## config.mk

```make
export PLATFORM = sky130hd
export DESIGN_NAME = biphase_phase_sync_decimator
export DESIGN_NICKNAME = d
export VERILOG_FILES = /design/src/rtl/bpsd_pkg.sv /design/src/rtl/bpsd_lane.sv /design/src/rtl/bpsd_merge.sv /design/src/rtl/biphase_phase_sync_decimator.sv
export SDC_FILE = /design/constraint.sdc
export NUM_CORES = 1
export LEC_CHECK = 0
export BUFFER_PORTS_ARGS = -buffer_cell sky130_fd_sc_hd__buf_2
export CAP_MARGIN = 40
export CORE_MARGIN = 2
export CORE_UTILIZATION = 31
export CTS_CLUSTER_DIAMETER = 50
export DETAILED_ROUTE_END_ITERATION = 6
export GPL_TIMING_DRIVEN = 0
export SLEW_MARGIN = 30
export SYNTH_ARGS = -nofsm -noshare
export SYNTH_HDL_FRONTEND = slang
export SYNTH_HIERARCHICAL = 1
export SYNTH_SLANG_ARGS = --single-unit
```

## constraint.sdc

```tcl
create_clock -name clk -period 18.65 [get_ports clk]
set_clock_uncertainty 0.1 [all_clocks]
set_input_delay 3.73 -clock clk [delete_from_list [all_inputs] [get_ports clk]]
set_output_delay 3.73 -clock clk [all_outputs]
set_load 0.01 [all_outputs]
```

## src/rtl/bpsd_pkg.sv

```systemverilog
package bpsd_pkg;

  localparam int WINDOW_DEF      = 16;
  localparam int SAMPLE_BITS_DEF = 16;

  // Input opcodes
  localparam logic OP_PAIR     = 1'b0;
  localparam logic OP_LOSTSYNC = 1'b1;

  // Phase modes
  localparam logic [1:0] MODE_COPY   = 2'd0;
  localparam logic [1:0] MODE_SKIP   = 2'd1;
  localparam logic [1:0] MODE_NOSKIP = 2'd2;

  // Configuration register indexes
  localparam logic REG_MARGIN = 1'b0;
  localparam logic REG_PERIOD = 1'b1;

  localparam logic [4:0] MARGIN_RST = 5'd6;
  localparam logic [3:0] PERIOD_RST = 4'd5;

  localparam logic signed [5:0] TALLY_MAX = 6'sd31;
  localparam logic signed [5:0] TALLY_MIN = -6'sd31;

  typedef struct packed {
    logic [4:0] decision_margin;
    logic [3:0] sync_period;
  } cfg_t;

endpackage

```

## src/rtl/bpsd_lane.sv

```systemverilog
module bpsd_lane #(
  parameter int SAMPLE_BITS = 16
) (
  input  logic signed [SAMPLE_BITS-1:0] minuend,
  input  logic signed [SAMPLE_BITS-1:0] subtrahend,
  output logic signed [SAMPLE_BITS:0]   diff,
  output logic        [SAMPLE_BITS:0]   mag
);

  assign diff = (SAMPLE_BITS+1)'(minuend) - (SAMPLE_BITS+1)'(subtrahend);
  // diff never reaches the most negative code, so negation stays in range
  assign mag  = diff[SAMPLE_BITS] ? (SAMPLE_BITS+1)'(-diff) : diff;

endmodule

```

## src/rtl/bpsd_merge.sv

```systemverilog
module bpsd_merge #(
  parameter int WINDOW      = 16,
  parameter int SAMPLE_BITS = 16
) (
  input  logic                          clk,
  input  logic                          rst_n,
  input  logic                          pair_accept,
  input  logic                          lostsync_accept,
  input  bpsd_pkg::cfg_t                cfg,
  input  logic signed [SAMPLE_BITS-1:0] sample_even,
  input  logic signed [SAMPLE_BITS-1:0] sample_odd,
  input  logic signed [SAMPLE_BITS:0]   skip_diff,
  input  logic        [SAMPLE_BITS:0]   skip_mag,
  input  logic signed [SAMPLE_BITS:0]   noskip_diff,
  input  logic        [SAMPLE_BITS:0]   noskip_mag,
  output logic signed [SAMPLE_BITS-1:0] prev_odd,
  output logic signed [SAMPLE_BITS:0]   res_sample,
  output logic        [1:0]             res_mode
);
  import bpsd_pkg::*;

  localparam int PW = $clog2(WINDOW);
  localparam logic [PW-1:0] POS_LAST = PW'(WINDOW - 1);

  logic [1:0]             mode_r, mode_nxt;
  logic signed [SAMPLE_BITS-1:0] prev_odd_r;
  logic [PW-1:0]          pos_r, pos_nxt;
  logic signed [5:0]      tally_r, tally_nxt, tally_upd;
  logic [3:0]             period_r, period_nxt;
  logic                   win_end;
  logic signed [6:0]      tally_w, margin_w;

  assign prev_odd = prev_odd_r;

  always_comb begin
    case (mode_r)
      MODE_SKIP: begin
        res_sample = skip_diff;
        res_mode   = MODE_SKIP;
      end
      MODE_NOSKIP: begin
        res_sample = noskip_diff;
        res_mode   = MODE_NOSKIP;
      end
      default: begin
        res_sample = (SAMPLE_BITS+1)'(sample_even);
        res_mode   = MODE_COPY;
      end
    endcase
  end

  assign win_end = (pos_r == POS_LAST);

  always_comb begin
    if (skip_mag > noskip_mag) begin
      tally_upd = (tally_r < TALLY_MAX) ? tally_r + 6'sd1 : tally_r;
    end else begin
      tally_upd = (tally_r > TALLY_MIN) ? tally_r - 6'sd1 : tally_r;
    end
  end

  assign tally_w  = 7'(tally_upd);
  assign margin_w = signed'({2'b00, cfg.decision_margin});

  always_comb begin
    mode_nxt   = mode_r;
    pos_nxt    = pos_r;
    tally_nxt  = tally_r;
    period_nxt = period_r;
    if (lostsync_accept) begin
      mode_nxt = MODE_COPY;
    end else if (pair_accept) begin
      if (win_end) begin
        pos_nxt   = '0;
        tally_nxt = '0;
        if (mode_r != MODE_SKIP && mode_r != MODE_NOSKIP) begin
          if (period_r >= cfg.sync_period) begin
            period_nxt = '0;
            if (tally_w > margin_w) begin
              mode_nxt = MODE_SKIP;
            end else if (tally_w + margin_w < 7'sd0) begin
              mode_nxt = MODE_NOSKIP;
            end else begin
              mode_nxt = MODE_COPY;
            end
          end else begin
            period_nxt = period_r + 4'd1;
          end
        end
      end else begin
        pos_nxt   = pos_r + PW'(1);
        tally_nxt = tally_upd;
      end
    end
  end

  always_ff @(posedge clk) begin
    if (!rst_n) begin
      mode_r     <= MODE_COPY;
      prev_odd_r <= '0;
      pos_r      <= '0;
      tally_r    <= '0;
      period_r   <= '0;
    end else begin
      mode_r   <= mode_nxt;
      pos_r    <= pos_nxt;
      tally_r  <= tally_nxt;
      period_r <= period_nxt;
      if (pair_accept) begin
        prev_odd_r <= sample_odd;
      end
    end
  end

endmodule

```

## src/rtl/biphase_phase_sync_decimator.sv

```systemverilog
// A pair's result is registered at the output, or in the skid register on output stall.
// Throughput: one item per cycle while in_stall is low; the skip and noskip lanes
// and the phase tally settle in the accepting cycle; a skid register holds one result.
// Lost-sync items give no result.
// Reset (rst_n low, synchronous): copy mode, window/tally/period cleared,
// previous odd sample zero, decision_margin 6, sync_period 5, output empty.
module biphase_phase_sync_decimator #(
  parameter int WINDOW      = bpsd_pkg::WINDOW_DEF,
  parameter int SAMPLE_BITS = bpsd_pkg::SAMPLE_BITS_DEF
) (
  input  logic                          clk,
  input  logic                          rst_n,
  input  logic                          in_valid,
  output logic                          in_stall,
  input  logic                          in_opcode,
  input  logic signed [SAMPLE_BITS-1:0] in_sample_even,
  input  logic signed [SAMPLE_BITS-1:0] in_sample_odd,
  output logic                          out_valid,
  input  logic                          out_stall,
  output logic signed [SAMPLE_BITS:0]   out_sample_out,
  output logic        [1:0]             out_mode_used,
  input  logic                          cfg_we,
  input  logic                          cfg_index,
  input  logic        [4:0]             cfg_data
);
  import bpsd_pkg::*;

  cfg_t cfg_r;

  logic                          accept, pair_accept, lostsync_accept;
  logic signed [SAMPLE_BITS-1:0] prev_odd;
  logic signed [SAMPLE_BITS:0]   skip_diff, noskip_diff, res_sample;
  logic        [SAMPLE_BITS:0]   skip_mag, noskip_mag;
  logic        [1:0]             res_mode;

  logic                          out_valid_r, skid_valid_r;
  logic signed [SAMPLE_BITS:0]   out_sample_r, skid_sample_r;
  logic        [1:0]             out_mode_r, skid_mode_r;
  logic                          out_free;

  always_ff @(posedge clk) begin
    if (!rst_n) begin
      cfg_r.decision_margin <= MARGIN_RST;
      cfg_r.sync_period     <= PERIOD_RST;
    end else if (cfg_we) begin
      case (cfg_index)
        REG_MARGIN: cfg_r.decision_margin <= cfg_data;
        REG_PERIOD: cfg_r.sync_period     <= cfg_data[3:0];
        default: ;
      endcase
    end
  end

  assign in_stall        = skid_valid_r;
  assign accept          = in_valid && !in_stall;
  assign pair_accept     = accept && (in_opcode == OP_PAIR);
  assign lostsync_accept = accept && (in_opcode == OP_LOSTSYNC);

  bpsd_lane #(.SAMPLE_BITS(SAMPLE_BITS)) u_lane_skip (
    .minuend    (prev_odd),
    .subtrahend (in_sample_even),
    .diff       (skip_diff),
    .mag        (skip_mag)
  );

  bpsd_lane #(.SAMPLE_BITS(SAMPLE_BITS)) u_lane_noskip (
    .minuend    (in_sample_even),
    .subtrahend (in_sample_odd),
    .diff       (noskip_diff),
    .mag        (noskip_mag)
  );

  bpsd_merge #(.WINDOW(WINDOW), .SAMPLE_BITS(SAMPLE_BITS)) u_merge (
    .clk             (clk),
    .rst_n           (rst_n),
    .pair_accept     (pair_accept),
    .lostsync_accept (lostsync_accept),
    .cfg             (cfg_r),
    .sample_even     (in_sample_even),
    .sample_odd      (in_sample_odd),
    .skip_diff       (skip_diff),
    .skip_mag        (skip_mag),
    .noskip_diff     (noskip_diff),
    .noskip_mag      (noskip_mag),
    .prev_odd        (prev_odd),
    .res_sample      (res_sample),
    .res_mode        (res_mode)
  );

  assign out_free = !out_valid_r || !out_stall;

  always_ff @(posedge clk) begin
    if (!rst_n) begin
      out_valid_r  <= 1'b0;
      skid_valid_r <= 1'b0;
    end else if (out_free) begin
      // skid drains first; input is stalled while it is full
      if (skid_valid_r) begin
        out_valid_r  <= 1'b1;
        skid_valid_r <= 1'b0;
      end else begin
        out_valid_r <= pair_accept;
      end
    end else if (pair_accept) begin
      skid_valid_r <= 1'b1;
    end
  end

  always_ff @(posedge clk) begin
    if (out_free) begin
      if (skid_valid_r) begin
        out_sample_r <= skid_sample_r;
        out_mode_r   <= skid_mode_r;
      end else if (pair_accept) begin
        out_sample_r <= res_sample;
        out_mode_r   <= res_mode;
      end
    end else if (pair_accept) begin
      skid_sample_r <= res_sample;
      skid_mode_r   <= res_mode;
    end
  end

  assign out_valid      = out_valid_r;
  assign out_sample_out = out_sample_r;
  assign out_mode_used  = out_mode_r;

  a_skid_behind_out: assert property (@(posedge clk) disable iff (!rst_n)
    skid_valid_r |-> out_valid_r)
    else $error("skid holds an item while output is empty");

  a_pair_gives_out: assert property (@(posedge clk) disable iff (!rst_n)
    pair_accept |=> out_valid_r)
    else $error("accepted pair produced no output");

  a_copy_in_range: assert property (@(posedge clk) disable iff (!rst_n)
    (out_valid_r && out_mode_used == MODE_COPY) |->
      (out_sample_out[SAMPLE_BITS] == out_sample_out[SAMPLE_BITS-1]))
    else $error("copy-mode output is not a sign-extended sample");

endmodule

```

**Word level (Yosys, flattened, before mapping)**

Index checks and enable logic that the tools add are counted.
W data, S select, Z words.

- Word-level logic and storage cells: 73
- Output and inout bits: 21
- Flip-flop bits (word level): 81
- Input bits: 44

- Mux-type cells: 17
- Bitwise operators: 5
- Magnitude comparators: 6
- Reductions and logical operators: 18
- Equality and inequality tests: 5
- Add/sub/neg operators: 9

Operators with widths:

| kind | number |
|---|---|
| $mux W17 | 4 |
| $neg A17 Y17 | 2 |
| $pmux W17 S2 | 1 |
| $sub A16 B16 Y17 | 2 |
| $mux W6 | 4 |
| $gt A17 B17 Y1 | 1 |
| $reduce_and A2 Y1 | 5 |
| $add A4 B1 Y4 const B | 2 |
| $mux W2 | 4 |
| $mux W4 | 2 |
| $reduce_and A4 Y1 | 2 |
| $add A6 B6 Y7 | 1 |
| $lt A7 B1 Y1 const B | 1 |
| $add A6 B2 Y6 const B | 1 |
| $gt A6 B6 Y1 | 1 |
| $gt A6 B6 Y1 const B | 1 |
| $lt A6 B6 Y1 const B | 1 |
| $sub A6 B2 Y6 const B | 1 |
| $not A1 Y1 | 5 |
| $eq A4 B4 Y1 const B | 1 |
| $ge A4 B4 Y1 | 1 |
| $logic_and A1 B1 Y1 | 4 |
| $pmux W2 S2 | 1 |
| $reduce_or A2 Y1 | 2 |
| other kinds (8) | 10 |

**Longest topological paths before layout**

- Depth after elaboration: 9
- Depth in mapped cells: 31
- Gate-level depth less buffers: 30

**Hierarchy**

The synthesis kept the hierarchy.

By module, submodules not included:

| module | area each (um^2) | seq. area each (um^2) | instances | cells each |
|---|---|---|---|---|
| bpsd_merge | 2786.4 | 640.6 | 1 | 348 |
| biphase_phase_sync_decimator | 1805.5 | 1361.3 | 1 | 105 |
| bpsd_lane (u_lane_skip) | 1333.8 | 0.0 | 1 | 179 |
| bpsd_lane (u_lane_noskip) | 1291.2 | 0.0 | 1 | 184 |

**Least setup slack after synthesis**

Ideal clock, no wire load.

- Path type: input -> register
- Start: input in_sample_even[0]
- End: register u_merge.mode_r[0]
- Required time: 18.476 ns
- Stages on the path: 29
- Setup time: 0.074 ns
- Buffers on the path: 0
- Data arrival time: 8.950 ns
- Path slack: 9.525 ns
- Cell sequence: inv_1 -> ha_1 -> inv_1 -> fa_1 -> a211oi_2 -> o21bai_1 -> a21oi_1 -> xor2_1 -> nand4_1 -> or4_4 -> o41ai_2 -> xnor2_1 -> inv_1 -> ha_1 -> nand4_4 -> nor4_4 -> a22oi_2 -> a31oi_4 -> nand2b_1 -> o211ai_1 -> and2_1 -> ha_1 -> o21bai_1 -> a21oi_1 -> o21bai_1 -> a21oi_1 -> a41oi_1 -> nand4_1 -> o21ai_0

- Word-level cells in the longest chain between the ends: 7
- Elaborated cells between the ends (all ways): 10
- Classes of those cells: add/sub: 4; order compare: 2; mux: 4

RTL lines:

| element | RTL line | RTL |
|---|---|---|
| from (decl) | biphase_phase_sync_decimator.sv:16 | `input logic signed [SAMPLE_BITS-1:0] in_sample_even,` |
| $sub A16 B16 Y17 (*) | bpsd_lane.sv:10 | `assign diff = (SAMPLE_BITS+1)'(minuend) - (SAMPLE_BITS+1)'(subtrahend);` |
| $neg A17 Y17 | bpsd_lane.sv:12 | `assign mag = diff[SAMPLE_BITS] ? (SAMPLE_BITS+1)'(-diff) : diff;` |
| $mux W17 (*) | bpsd_lane.sv:12 |  |
| named net noskip_mag[15] | biphase_phase_sync_decimator.sv:33 | `logic [SAMPLE_BITS:0] skip_mag, noskip_mag;` |
| $gt A17 B17 Y1 (*) | bpsd_merge.sv:55 | `if (skip_mag > noskip_mag) begin` |
| $mux W6 (*) | bpsd_merge.sv:55 |  |
| $gt A6 B6 Y1 (*) | bpsd_merge.sv:79 | `if (tally_w > margin_w) begin` |
| $mux W2 (*) | bpsd_merge.sv:79 |  |
| to (signal assigned) | bpsd_merge.sv:105 | `mode_r <= mode_nxt;` |
| to (decl) | bpsd_merge.sv:25 | `logic [1:0] mode_r, mode_nxt;` |

The timed path passes the listed nets; every way through them passes the cells marked *.
A chain may end at the register's enable or synchronous reset.

**Final worst setup path**

Ends and elaborated chain as after synthesis.

==> reports/results.ini <==
[drt]
wl_mm = 17.5
ant_nets = 0
met3_length_um = 764
drt-met1-wl_mm = 8.78
vias_per_cell = 4.96
drtIter0Drc = 311
drc = 0
wl_per_cell_um = 14.5
top_layer = met4
wl_met2_mm = 7.55
drt-pass1-iter-count = 4
dr_total_vias = 6001

[pwr]
finalPower_uw = 718
power_density_nw_per_um2 = 86.6
seq_power_share = 0.279
clockPowerShare = 0.289
p_leak_nw = 3.55
vdd_ir_drop_max_v = 0.0000432
swShare = 0.363
comb_power_share = 0.432
switching_power_uw = 261
intPower_uw = 457

[timing]
hold_viol_final = 0
timing.slew.headroom = 0.435
slew_viol_final = 0
rsz0062_at_grt = false
min_period_ns = 9.86
worst_slew_pin_slew_ns = 0.842
finalWorstSetupSlack_ns = 8.79
max_freq_mhz = 101
tns_ns = 0
setup_viol = 0
fin_crit_sh = 0.529

[global_route]
antenna_found_initial = 0
grtUsageTotal = 0.149
grt_pass1_wl_mm = 29.1
gr-total-overflow = 0
grt_max_degree = 20
first_global_vias = 5743

[setup_path]
crit_slowest_cell = a22oi_1
rr_worst_depth = 28
reg2reg_to = u_merge/mode_r[0]
cp_max_fo = 7
crit_path_max_incr_delay_ns = 0.53
start_kind = input port
crit_required_ns = 18.81
reg2reg_from = u_merge/prev_odd[0]
ff2ff_setup_slack_ns = 12.46
endpoint_kind = flip-flop
critPathKind = in -> reg
startpoint = in_sample_even[0]
arrival_ns = 10.03

[die]
pin_count = 65
dieArea_um2 = 24500
num_rows = 55
core_um2 = 22800
die_w_um = 157
fp.dieH_um = 157
start_util = 0.317

[synth]
yosys.cell_types.count = 89
synth_cells = 816
synth.largest_area_cell = edfxtp_1
syn_area_um2 = 7220
synth_flop_cell = dfxtp_1
netlist.area_leader.share = 0.158
ys_top_cells_by_area = edfxtp_1 (16%), ha_1 (13%), dfxtp_1 (12%), inv_1 (4.5%), mux2i_1 (3.9%)
synth-edff-count = 38
synth_warnings = 6
syn_avg_cell_area_um2 = 8.84
synth_seq_cells = 81
synth_fp_nets = 936
async_reset_ff_frac = 0
synth_seq_area_share = 0.277

[worst_hold_path]
hold_end = cfg_r[3]
whs_path_depth = 2
holdCritStartpoint = cfg_r[3]
hold_class = reg -> reg

[cts]
cts_max_level = 3
post_cts_resized = 0
cts_buffers = 9
clk_latency_ns = 0.35
cts-root-buf = clkbuf_16
cts_tree = done
clockBufferDepth = 2
cts_hold_buf = 0
cts_setup_buffers = 0
worst_setup_hold_path_clk_slew_ns = 0.06
cts_sinks = 81

[placed_design]
post-place-ws_ns = 8.56
port_buffers = 64
dp_hpwl_mm = 14.4
place.gp.congestion = 0.890

[final_layout]
final_common_cell = inv_1
nNetsFinal = 1012
fin_util = 0.364
final_cell_mix = inv_1 (87), ha_1 (74), nand2_1 (68)
area_delta_synth_final_pct = 14.8
drive_gt1_frac = 0.168
antenna_cells = 0

[run]
cap_violations = 0

[outcome]
status = finished clean

-- sequential cells by signal, summed over array words and instances, names as in the netlist --
signal / flops
u_merge/mode_r: 2
out_sample_out: 17
skid_sample_r: 17
cfg_r: 9
u_merge/pos_r: 4
in_stall: 1
out_valid: 1
u_merge/tally_r: 6
u_merge/period_r: 4
u_merge/prev_odd: 16
out_mode_used: 2
skid_mode_r: 2
-- power by group through the flow --
stage | Combinational [mW] | Sequential, mW | Clock [mW]
2_1_floorplan | 0.240 | 0.204 | 0
3_3_place_gp | 0.300 | 0.204 | 0
3_5_place_dp | 0.306 | 0.204 | 0
4_1_cts | 0.309 | 0.201 | 0.210
5_1_grt | 0.350 | 0.202 | 0.219
6_report | 0.310 | 0.201 | 0.207
-- per-stage QoR --
step / instance area, um^2 / hold WS (ns) / cells
floorplan: 7220 / 0.341 / 816
global placement: 7930 / 0.357 / 1193
detailed placement: 7950 / 0.362 / 1194
CTS: 8290 / 0.370 / 1210
global route: 8290 / 0.392 / 1210
finish: 8290 / 0.374 / 1210
-- worst max-delay path: cells and delay by family --
kind                       cells  cell delay (ns)
AOI/OAI and AO/OA             13             2.76
adders and majority gates      4             1.25
xor gates and xnor gates       2             0.56
and+or+nand+nor                7             1.43
buffers and inverters          4             0.29
-- kinds of logic (layout without fill, tap and decap cells) --
group,count (synthesis),in the layout,synth area share
xor+xnor,53,53,0.0711
simple gates,241,241,0.179
buf+inv,122,203,0.0711
flops,81,81,0.277
compound gates,194,194,0.195
mux,49,49,0.0721
fa+ha+maj,76,76,0.134
-- worst max-delay path by stage --
stage | end | slack (ns) | cells after the start
finish | u_merge/mode_r[0] | 8.79 | 30
global route | u_merge/mode_r[0] | 8.34 | 30
CTS | u_merge/mode_r[0] | 8.87 | 30
detailed placement | u_merge/mode_r[0] | 8.56 | 30
global placement | u_merge/mode_r[0] | 8.59 | 30
floorplan | u_merge/mode_r[0] | 9.53 | 29
-- layout make-up --
cell class / count / area, um^2
fillers: 2348 / 14500
multi-input cells: 613 / 4710
flip-flops and latches: 81 / 2000
well taps: 313 / 392
inverters: 90 / 338
repair buffers: 65 / 332
clock buffers: 10 / 229
plain buffers: 32 / 175
clock inverters: 6 / 108
-- layer usage --
layer / vias to the layer above / track usage
li1: 3066 / -
met1: 2785 / 0.211
met2: 129 / 0.230
met3: 21 / 0.0252
met4: 0 / 0.0476
met5: - / 0
-- cells in the mapped netlist, drive strengths merged, types with 5 or more instances --
master and n:
xnor2 35, nand4 13, o2111ai 5, mux2i 28, buf 13, nand2 68, dfxtp 43, a31oi 7
a21o 15, xor2 18, nand2b 9, mux2 21, inv 89, and2 10, nor2b 33, o21ai 48
a21oi 45, a22oi 17, nor2 38, edfxtp 38, nand3 20, o21a 6, and3 8, a211oi 7
clkbuf 19, nor3 18, ha 74
No activity file was read; power rests on OpenSTA's default activity.
